`src/hw/rtl/ssxpf_pkg.sv`:
```
// Shared types and constants of the sync-word packet framer.
package ssxpf_pkg;

    localparam int BYTE_W     = 8;
    localparam int LEN_W      = 5;
    localparam int CFG_IDX_W  = 2;
    localparam int CFG_DATA_W = 8;
    localparam int SLOT_W     = 3;

    localparam logic [CFG_IDX_W-1:0] REG_SYNC_FIRST     = 2'd0;
    localparam logic [CFG_IDX_W-1:0] REG_SYNC_SECOND    = 2'd1;
    localparam logic [CFG_IDX_W-1:0] REG_PAYLOAD_LENGTH = 2'd2;

    localparam logic [BYTE_W-1:0] SYNC_FIRST_RESET  = 8'h55;
    localparam logic [BYTE_W-1:0] SYNC_SECOND_RESET = 8'hD3;
    localparam logic [LEN_W-1:0]  LENGTH_RESET      = 5'd7;

    localparam logic [SLOT_W-1:0] SLOT_SYNC_FIRST  = 3'd0;
    localparam logic [SLOT_W-1:0] SLOT_SYNC_SECOND = 3'd1;
    localparam logic [SLOT_W-1:0] SLOT_SEQ         = 3'd2;
    localparam logic [SLOT_W-1:0] SLOT_PAYLOAD     = 3'd3;
    localparam logic [SLOT_W-1:0] SLOT_CHECK       = 3'd4;

    typedef struct packed {
        logic [BYTE_W-1:0] sync_first;
        logic [BYTE_W-1:0] sync_second;
        logic [LEN_W-1:0]  payload_length;
    } cfg_t;

    typedef struct packed {
        logic              has_header;
        logic              has_check;
        logic [BYTE_W-1:0] sync_first;
        logic [BYTE_W-1:0] sync_second;
        logic [BYTE_W-1:0] seq;
        logic [BYTE_W-1:0] payload;
        logic [BYTE_W-1:0] checksum;
    } burst_t;

endpackage

```
`src/hw/rtl/ssxpf_if.sv`:
```
// Stream interfaces for the payload input and the line output of the framer.
interface ssxpf_payload_if;
    logic       valid;
    logic       ready;
    logic [7:0] payload_byte;

    modport source (output valid, output payload_byte, input ready);
    modport sink (input valid, input payload_byte, output ready);
endinterface

interface ssxpf_line_if;
    logic       valid;
    logic       ready;
    logic [7:0] line_byte;
    logic       packet_end;
    logic       run_end;

    modport source (output valid, output line_byte, output packet_end, output run_end,
                    input ready);
    modport sink (input valid, input line_byte, input packet_end, input run_end,
                  output ready);
endinterface

```
`src/hw/rtl/ssxpf_frame.sv`:
```
// Input register and packet state; builds the group of line bytes for one payload byte.
module ssxpf_frame #(
    parameter int MAX_PAYLOAD = 16
) (
    input  logic                clk,
    input  logic                rst_n,
    input  ssxpf_pkg::cfg_t     cfg,
    ssxpf_payload_if.sink       payload,
    output logic                burst_valid,
    output ssxpf_pkg::burst_t   burst,
    input  logic                burst_take
);
    import ssxpf_pkg::*;

    localparam int PW = $clog2(MAX_PAYLOAD + 1);
    localparam int CW = (PW > LEN_W) ? PW : LEN_W;

    logic              valid_reg;
    logic              valid_next;
    logic [BYTE_W-1:0] byte_reg;
    logic [BYTE_W-1:0] seq_reg;
    logic [BYTE_W-1:0] seq_next;
    logic [PW-1:0]     pos_reg;
    logic [PW-1:0]     pos_next;
    logic [BYTE_W-1:0] xor_reg;
    logic [BYTE_W-1:0] xor_next;

    logic [CW-1:0]     len_ext;
    logic [CW-1:0]     eff_len;
    logic [CW-1:0]     count;
    logic              header;
    logic              closes;
    logic [BYTE_W-1:0] sum;

    assign payload.ready = !valid_reg || burst_take;
    assign burst_valid   = valid_reg;

    always_comb
    begin
        len_ext = CW'(cfg.payload_length);
        if (len_ext == '0)
        begin
            eff_len = CW'(1);
        end
        else if (len_ext > CW'(MAX_PAYLOAD))
        begin
            eff_len = CW'(MAX_PAYLOAD);
        end
        else
        begin
            eff_len = len_ext;
        end
        header = (pos_reg == '0);
        sum    = (header ? seq_reg : xor_reg) ^ byte_reg;
        count  = CW'(pos_reg) + CW'(1);
        closes = (count >= eff_len);

        burst.has_header  = header;
        burst.has_check   = closes;
        burst.sync_first  = cfg.sync_first;
        burst.sync_second = cfg.sync_second;
        burst.seq         = seq_reg;
        burst.payload     = byte_reg;
        burst.checksum    = sum;
    end

    always_comb
    begin
        valid_next = valid_reg;
        seq_next   = seq_reg;
        pos_next   = pos_reg;
        xor_next   = xor_reg;
        if (burst_take)
        begin
            valid_next = 1'b0;
            if (closes)
            begin
                seq_next = seq_reg + 8'd1;
                pos_next = '0;
                xor_next = '0;
            end
            else
            begin
                pos_next = PW'(count);
                xor_next = sum;
            end
        end
        if (payload.valid && payload.ready)
        begin
            valid_next = 1'b1;
        end
    end

    always_ff @(posedge clk or negedge rst_n)
    begin
        if (!rst_n)
        begin
            valid_reg <= 1'b0;
            seq_reg   <= '0;
            pos_reg   <= '0;
            xor_reg   <= '0;
        end
        else
        begin
            valid_reg <= valid_next;
            seq_reg   <= seq_next;
            pos_reg   <= pos_next;
            xor_reg   <= xor_next;
        end
    end

    always_ff @(posedge clk)
    begin
        if (payload.valid && payload.ready)
        begin
            byte_reg <= payload.payload_byte;
        end
    end

endmodule

```
`src/hw/rtl/ssxpf_emit.sv`:
```
// Result register that sends the bytes of one group to the line, one per transfer.
module ssxpf_emit (
    input  logic                clk,
    input  logic                rst_n,
    input  logic                burst_valid,
    input  ssxpf_pkg::burst_t   burst,
    output logic                burst_take,
    ssxpf_line_if.source        line
);
    import ssxpf_pkg::*;

    burst_t            burst_reg;
    logic              busy_reg;
    logic              busy_next;
    logic [SLOT_W-1:0] idx_reg;
    logic [SLOT_W-1:0] idx_next;
    logic [SLOT_W-1:0] last_slot;
    logic              last;

    assign last_slot  = burst_reg.has_check ? SLOT_CHECK : SLOT_PAYLOAD;
    assign last       = (idx_reg == last_slot);
    assign burst_take = burst_valid && (!busy_reg || (line.ready && last));

    assign line.valid      = busy_reg;
    assign line.packet_end = (idx_reg == SLOT_CHECK);
    assign line.run_end    = last;

    always_comb
    begin
        case (idx_reg)
            SLOT_SYNC_FIRST:  line.line_byte = burst_reg.sync_first;
            SLOT_SYNC_SECOND: line.line_byte = burst_reg.sync_second;
            SLOT_SEQ:         line.line_byte = burst_reg.seq;
            SLOT_PAYLOAD:     line.line_byte = burst_reg.payload;
            default:          line.line_byte = burst_reg.checksum;
        endcase
    end

    always_comb
    begin
        busy_next = busy_reg;
        idx_next  = idx_reg;
        if (burst_take)
        begin
            busy_next = 1'b1;
            idx_next  = burst.has_header ? SLOT_SYNC_FIRST : SLOT_PAYLOAD;
        end
        else if (busy_reg && line.ready)
        begin
            if (last)
            begin
                busy_next = 1'b0;
            end
            else
            begin
                idx_next = idx_reg + 3'd1;
            end
        end
    end

    always_ff @(posedge clk or negedge rst_n)
    begin
        if (!rst_n)
        begin
            busy_reg <= 1'b0;
            idx_reg  <= SLOT_PAYLOAD;
        end
        else
        begin
            busy_reg <= busy_next;
            idx_reg  <= idx_next;
        end
    end

    always_ff @(posedge clk)
    begin
        if (burst_take)
        begin
            burst_reg <= burst;
        end
    end

endmodule

```
`src/hw/rtl/sync_seq_xor_packet_framer.sv`:
```
// Top level of the sync-word packet framer with XOR checksum.
// A payload byte passes the input register and then the result register before its first line byte is valid.
// Throughput: one line byte per cycle while the line is ready; a payload byte gives one to five
// line bytes (two sync bytes and the sequence number at packet start, the checksum at its end).
// Reset: asynchronous, active low; clears sequence, position and checksum state and loads
// the configuration registers with their default values.
module sync_seq_xor_packet_framer #(
    parameter int MAX_PAYLOAD = 16
) (
    input  logic                              clk,
    input  logic                              rst_n,
    input  logic                              cfg_we,
    input  logic [ssxpf_pkg::CFG_IDX_W-1:0]   cfg_index,
    input  logic [ssxpf_pkg::CFG_DATA_W-1:0]  cfg_data,
    ssxpf_payload_if.sink                     payload,
    ssxpf_line_if.source                      line
);
    import ssxpf_pkg::*;

    cfg_t   cfg_reg;
    cfg_t   cfg_next;
    logic   burst_valid;
    burst_t burst;
    logic   burst_take;

    always_comb
    begin
        cfg_next = cfg_reg;
        if (cfg_we)
        begin
            case (cfg_index)
                REG_SYNC_FIRST:     cfg_next.sync_first     = cfg_data;
                REG_SYNC_SECOND:    cfg_next.sync_second    = cfg_data;
                REG_PAYLOAD_LENGTH: cfg_next.payload_length = cfg_data[LEN_W-1:0];
                default:            cfg_next = cfg_reg;
            endcase
        end
    end

    always_ff @(posedge clk or negedge rst_n)
    begin
        if (!rst_n)
        begin
            cfg_reg.sync_first     <= SYNC_FIRST_RESET;
            cfg_reg.sync_second    <= SYNC_SECOND_RESET;
            cfg_reg.payload_length <= LENGTH_RESET;
        end
        else
        begin
            cfg_reg <= cfg_next;
        end
    end

    ssxpf_frame #(
        .MAX_PAYLOAD (MAX_PAYLOAD)
    ) u_frame (
        .clk         (clk),
        .rst_n       (rst_n),
        .cfg         (cfg_reg),
        .payload     (payload),
        .burst_valid (burst_valid),
        .burst       (burst),
        .burst_take  (burst_take)
    );

    ssxpf_emit u_emit (
        .clk         (clk),
        .rst_n       (rst_n),
        .burst_valid (burst_valid),
        .burst       (burst),
        .burst_take  (burst_take),
        .line        (line)
    );

endmodule

```
`src/flat_wrapper.sv`:
```
// flat-port wrapper written by rule: the top's interface ports become plain ports
module sync_seq_xor_packet_framer_flat import ssxpf_pkg::*;
#(
    parameter int MAX_PAYLOAD = 16
)
  (clk, rst_n, cfg_we, cfg_index, cfg_data, payload_valid, payload_payload_byte, payload_ready, line_valid, line_line_byte, line_packet_end, line_run_end, line_ready);
  ssxpf_payload_if payload_i ();
  ssxpf_line_if line_i ();
  input  logic clk;
  input  logic rst_n;
  input  logic cfg_we;
  input  logic [ssxpf_pkg::CFG_IDX_W-1:0] cfg_index;
  input  logic [ssxpf_pkg::CFG_DATA_W-1:0] cfg_data;
  input wire logic [$bits(payload_i.valid)-1:0] payload_valid;
  input wire logic [$bits(payload_i.payload_byte)-1:0] payload_payload_byte;
  output wire logic [$bits(payload_i.ready)-1:0] payload_ready;
  output wire logic [$bits(line_i.valid)-1:0] line_valid;
  output wire logic [$bits(line_i.line_byte)-1:0] line_line_byte;
  output wire logic [$bits(line_i.packet_end)-1:0] line_packet_end;
  output wire logic [$bits(line_i.run_end)-1:0] line_run_end;
  input wire logic [$bits(line_i.ready)-1:0] line_ready;
  assign payload_i.valid = payload_valid;
  assign payload_i.payload_byte = payload_payload_byte;
  assign payload_ready = payload_i.ready;
  assign line_valid = line_i.valid;
  assign line_line_byte = line_i.line_byte;
  assign line_packet_end = line_i.packet_end;
  assign line_run_end = line_i.run_end;
  assign line_i.ready = line_ready;
  sync_seq_xor_packet_framer #(.MAX_PAYLOAD(MAX_PAYLOAD)) u_core (.clk(clk), .rst_n(rst_n), .cfg_we(cfg_we), .cfg_index(cfg_index), .cfg_data(cfg_data), .payload(payload_i), .line(line_i));
endmodule
```
`config.mk`:
```
export PLATFORM = sky130hd
export DESIGN_NAME = sync_seq_xor_packet_framer_flat
export DESIGN_NICKNAME = d
export VERILOG_FILES = /design/src/hw/rtl/ssxpf_pkg.sv /design/src/hw/rtl/ssxpf_if.sv /design/src/hw/rtl/ssxpf_frame.sv /design/src/hw/rtl/ssxpf_emit.sv /design/src/hw/rtl/sync_seq_xor_packet_framer.sv /design/src/flat_wrapper.sv
export SDC_FILE = /design/constraint.sdc
export NUM_CORES = 1
export LEC_CHECK = 0
export BUFFER_PORTS_ARGS = -buffer_cell sky130_fd_sc_hd__buf_4
export CAP_MARGIN = 5
export CORE_MARGIN = 1
export CORE_UTILIZATION = 45
export CTS_BUF_LIST = sky130_fd_sc_hd__clkbuf_2 sky130_fd_sc_hd__clkbuf_4 sky130_fd_sc_hd__clkbuf_8
export CTS_CLUSTER_SIZE = 12
export DETAILED_ROUTE_END_ITERATION = 16
export PLACE_DENSITY = 0.73
export SYNTH_ARGS = -nofsm -noshare
export SYNTH_HDL_FRONTEND = slang
export SYNTH_SLANG_ARGS = --single-unit
```
`constraint.sdc`:
```
create_clock -name clk -period 3.4 [get_ports clk]
set_clock_uncertainty 0.05 [all_clocks]
set_input_delay 0.34 -clock clk [delete_from_list [all_inputs] [get_ports clk]]
set_output_delay 0.34 -clock clk [all_outputs]
set_load 0.05 [all_outputs]
```
* Word-level counts from Yosys, hierarchy flattened *
Index checks and enable logic that the tools add are counted.

storage, ports and cells
  logic and storage cells = 67
  register bits after elaboration = 96

operators by class
  eq/ne operators = 8
  bitwise operators = 1
  $add $sub $neg = 3
  muxes and demuxes = 16
  order comparisons = 2
  reductions and logical operators = 21

operators with widths
  kind                   count
  $pmux W8 S4            1
  $mux W8                2
  $mux W5                3
  $mux W3                4
  $reduce_and A2 Y1      6
  $logic_not A5 Y1       2
  $add A8 B1 Y8 const B  1
  $xor A8 B8 Y8          1
  $eq A3 B2 Y1 const B   2
  $reduce_bool A2 Y1     3
  $add A5 B1 Y5 const B  1
  $ge A5 B5 Y1           1
  $gt A5 B5 Y1 const B   1
  $mux W1                5
  $logic_and A1 B1 Y1    4
  $add A3 B1 Y3 const B  1
  $eq A3 B1 Y1 const B   1
  $eq A3 B3 Y1           1
  $eq A3 B3 Y1 const B   1
  $logic_not A3 Y1       1
  $eq A2 B1 Y1 const B   1
  $eq A2 B2 Y1 const B   1
  $logic_not A1 Y1       2
  $logic_not A2 Y1       1
  other kinds (3)        4

* Depth between registers and ports, before layout *
  word-level depth = 8
  depth in mapped cells = 10
  gate-level depth less buffers = 9

* Hierarchy *
From an unflattened synthesis, not the netlist that was laid out.

unflattened totals
  cell total of the unflattened synthesis = 328
  area, all modules = 4,336.7 um2

by module, submodules not included
  module                      sequential area each (um2)  instances  cells an instance  area an instance (um2)
  ssxpf_emit                  1,333.8                     1          123                1,850.5
  ssxpf_frame                 790.8                       1          160                1,671.6
  sync_seq_xor_packet_framer  540.5                       1          45                 814.5

* Worst setup path before layout *
No wires, ideal clock.

  path type = reg2out
  start = register u_core.u_emit.idx_reg[0]
  end = output line_line_byte[2]
  data arrival time = 2,452 ps
  data required time = 3,010 ps
  slack = 558 ps
  cell stages (with the launch flop) = 8
  cells stage by stage = dfstp_2 > ha_1 > clkbuf_1 > nor3_1 > o21bai_1 > clkbuf_1 > nor2_1 > a21oi_1

on the way
  longest elaborated chain between the ends = 2

RTL lines
  element                                     line                source
  start, declared                             ssxpf_emit.sv:15    logic [SLOT_W-1:0] idx_reg;
  start signal, assigned                      ssxpf_emit.sv:71    idx_reg <= idx_next;
  $eq A3 B2 Y1, or another cell as far along  ssxpf_emit.sv:30    case (idx_reg)
  $pmux W8 S4 *                               ssxpf_emit.sv:30
  end, declared                               flat_wrapper.sv:18  output wire logic [$bits(line_i.line_byte)-1:0] line_line_byte;

Every way passes the cells marked *; elsewhere a longest branch is shown, timed or not.

* Final worst setup path *
  start = register u_core.u_emit.idx_reg[0]
  end = output line_line_byte[4]

Same word-level chain as after synthesis.

==> metrics <==
status complete, no violations; Reg2Reg Depth 10; mux share of post-synthesis cell area 0.0856; antenna violations before repair 0; Fmax 359 MHz; WL/cell 17.2 µm; post-synthesis xor/xnor area fraction 0.0386; via count 2409; share of Yosys cell area claimed by the top area cell type 0.361; Root Driver clkbuf_8; CTS tree done; actual slew at the worst max-slew pin 0.729 ns; ant diodes 0; Synth cell types 38; GRT Overall Usage 0.168; share of cells above drive strength 1 0.299; Req. time, crit path 3.01 ns; Final Hold Vio Count 0; Synth Area in Simple Gates 0.0748; Synth async-reset ratio 0.490; Max IR drop VDD 370 µV; Max-slew headroom 0.512; largest net degree at the start of global routing 48; CTS Sinks 96; HPWL after DPL 5210 µm; drt pass-1 iters 5; top cells by area, synth edfxtp_1, dfrtp_1, dfstp_2; Starting Density 0.466; postcts setup bufs 0; r2r setup slk 0.83 ns; Iteration-0 DRC Markers 154; Mapped Area 0.00408 mm²; max reg flops 41; Rows 34; syn_area_per_cell 14.3 µm²; number of enable flip-flop cells after synthesis 49; fillers 733; Synth Register Bits 96; Register Area 0.00267 mm²; post-route setup TNS 0 ns; period utilization 0.820; GP Congestion 0.796; drt drc 0; Final ANT Viol Nets 0; Compound-Gate Fraction of Synth Area 0.0883; unrepaired setup endpoints after global routing no; area growth from synthesis to layout 15.9%; sequential element share of the synthesized area 0.653; ys flop type edfxtp_1; Critical Path Start Type register; CP arrival 2.40 ns; CP Capture Type output port; die height 97.2 µm; gr ovfl total 0; Core Box Area 0.00876 mm²; highest fanout seen on the critical path 16; final wirelength 7540 µm; Hold Startpoint payload_payload_byte[2]; Yosys top cell by area edfxtp_1; first-pass GRT wire length 12100 µm; hold path depth 1; Max Root-Sink Buffers 2; Num CTS Buffers 9; Die W 97.2 µm; Setup Crit Path Kind reg -> out; Post-Synthesis Cells 285; Post-Syn Nets 321; Port Buffers 34; Multi-input gate area 0.00135 mm²; MaxCap Viol Count 0; reg2reg end u_core.u_frame.xor_reg[3]; Final Util 0.540; Top Ports 35; fin. max-slew vios 0; Period minus WS final 2.79 ns; H-tree depth 3; Hold Crit Class in -> reg; Synth Warn # 0; vias in the first global route 2410; final setup vio count 0; Clk pin slew, worst setup/hold paths 0.10 ns; largest family of logic cells by synthesized area compound AO/OA/AOI/OAI gates; Synth Area in Adders 0.0399; Vias per Instance 5.49; LEAKAGE 0.00191 µW; Hold Path Sink u_core.u_frame.byte_reg[2]; DIE AREA 0.00945 mm²; pwr/cell area 864 mW/mm²; launch point of the worst reg-to-reg path u_core.u_frame.pos_reg[2]; Final nets 362; Skew-Pair Late Insertion Delay 0.36 ns
-- layout make-up --
class | instances | area share
Sequential cell | 96 | 0.563
Multi-Input combinational cell | 169 | 0.284
Timing Repair Buffer | 40 | 0.0640
Clock buffer | 11 | 0.0294
Tap cell | 108 | 0.0286
Clock inverter | 5 | 0.0222
Inverter | 10 | 0.00794
-- cells in the mapped netlist (2+ instances only) --
cell      number
nand2_1        6
clkbuf_1       5
nand4_1        2
mux2_2        23
o21ai_1        2
ha_1          13
dfstp_2       14
edfxtp_1      49
nor2b_1        2
nand2b_1       2
a222oi_1       8
buf_2          4
mux2i_1        9
and3_1         4
a21oi_1       20
and2_1         3
nand3b_1       2
nand3_1        7
a22o_1        12
a21o_1         2
nor3_1         3
xnor2_1       17
nor2_1        20
and4bb_1       2
inv_1          9
dfrtp_1       33
-- worst max-delay path, stage by stage (launching register included) --
cell and delay [ns]:
dfstp_2 0.59, ha_1 0.35, nor3_1 0.10, o21bai_2 0.56
nor2_1 0.09, a21oi_1 0.14, buf_4 0.22
-- power breakdown --
part / total [µW] / switching, µW / internal (µW)
clock network: 892 / 387 / 505
logic: 1540 / 959 / 584
registers: 1650 / 148 / 1500
total: 4080 / 1490 / 2590
-- metrics by stage --
step | setup slack [ns] | instances | area [µm²] | total power, µW | hold WS [ns]
after floorplan | 0.558 | 285 | 4080 | 2750 | -0.00559
after global placement | 0.718 | 422 | 4470 | 3170 | 0.333
after detailed placement | 0.588 | 422 | 4470 | 3220 | 0.344
after CTS | 0.183 | 439 | 4730 | 4110 | 0.0861
after global routing | 0.385 | 439 | 4730 | 4300 | 0.0805
final | 0.611 | 439 | 4730 | 4080 | 0.0987
-- cells by family (layout without fill, tap and decap cells) --
family,after synthesis,after routing
flops,96,96
simple gates,57,57
compound gates,49,49
mux,32,32
buf+inv,20,66
xor+xnor,18,18
fa+ha+maj,13,13
-- worst max path at each step --
stage	start	endpoint	cells past startpoint
floorplan	u_core.u_emit.idx_reg[0]	line_line_byte[2]	7
global placement	u_core.u_emit.idx_reg[0]	line_line_byte[0]	6
detailed placement	u_core.u_emit.idx_reg[0]	line_line_byte[5]	6
CTS	u_core.u_emit.idx_reg[0]	line_line_byte[3]	6
global route	u_core.u_emit.idx_reg[0]	line_line_byte[4]	6
finish	u_core.u_emit.idx_reg[0]	line_line_byte[4]	6
-- layer usage --
| layer | track usage | part of all wire |
|---|---|---|
| met5 | 0 | 0 |
| met4 | 0.0543 | 0.012 |
| met3 | 0.0381 | 0.031 |
| met2 | 0.276 | 0.50 |
| met1 | 0.221 | 0.46 |
-- cell usage in the layout, fill, tap and decap left out, types with 6 or more instances in the layout --
cell	instances
buf_4	39
a222oi_1	8
a22o_1	12
edfxtp_1	49
mux2_2	23
inv_1	9
a21oi_1	20
nor2_1	20
ha_1	13
xnor2_1	17
dfrtp_1	33
nand2_1	6
clkbuf_8	9
dfstp_2	14
nand3_1	7
mux2i_1	9
-- timing repair --
action | in CTS | in global routing
setup endpoints to repair | 0 | 2
hold buffers | 1 | 0
resized for setup | 0 | 1
endpoints found under the hold margin | 33 | 0
Power figures use the tool's default switching activity.
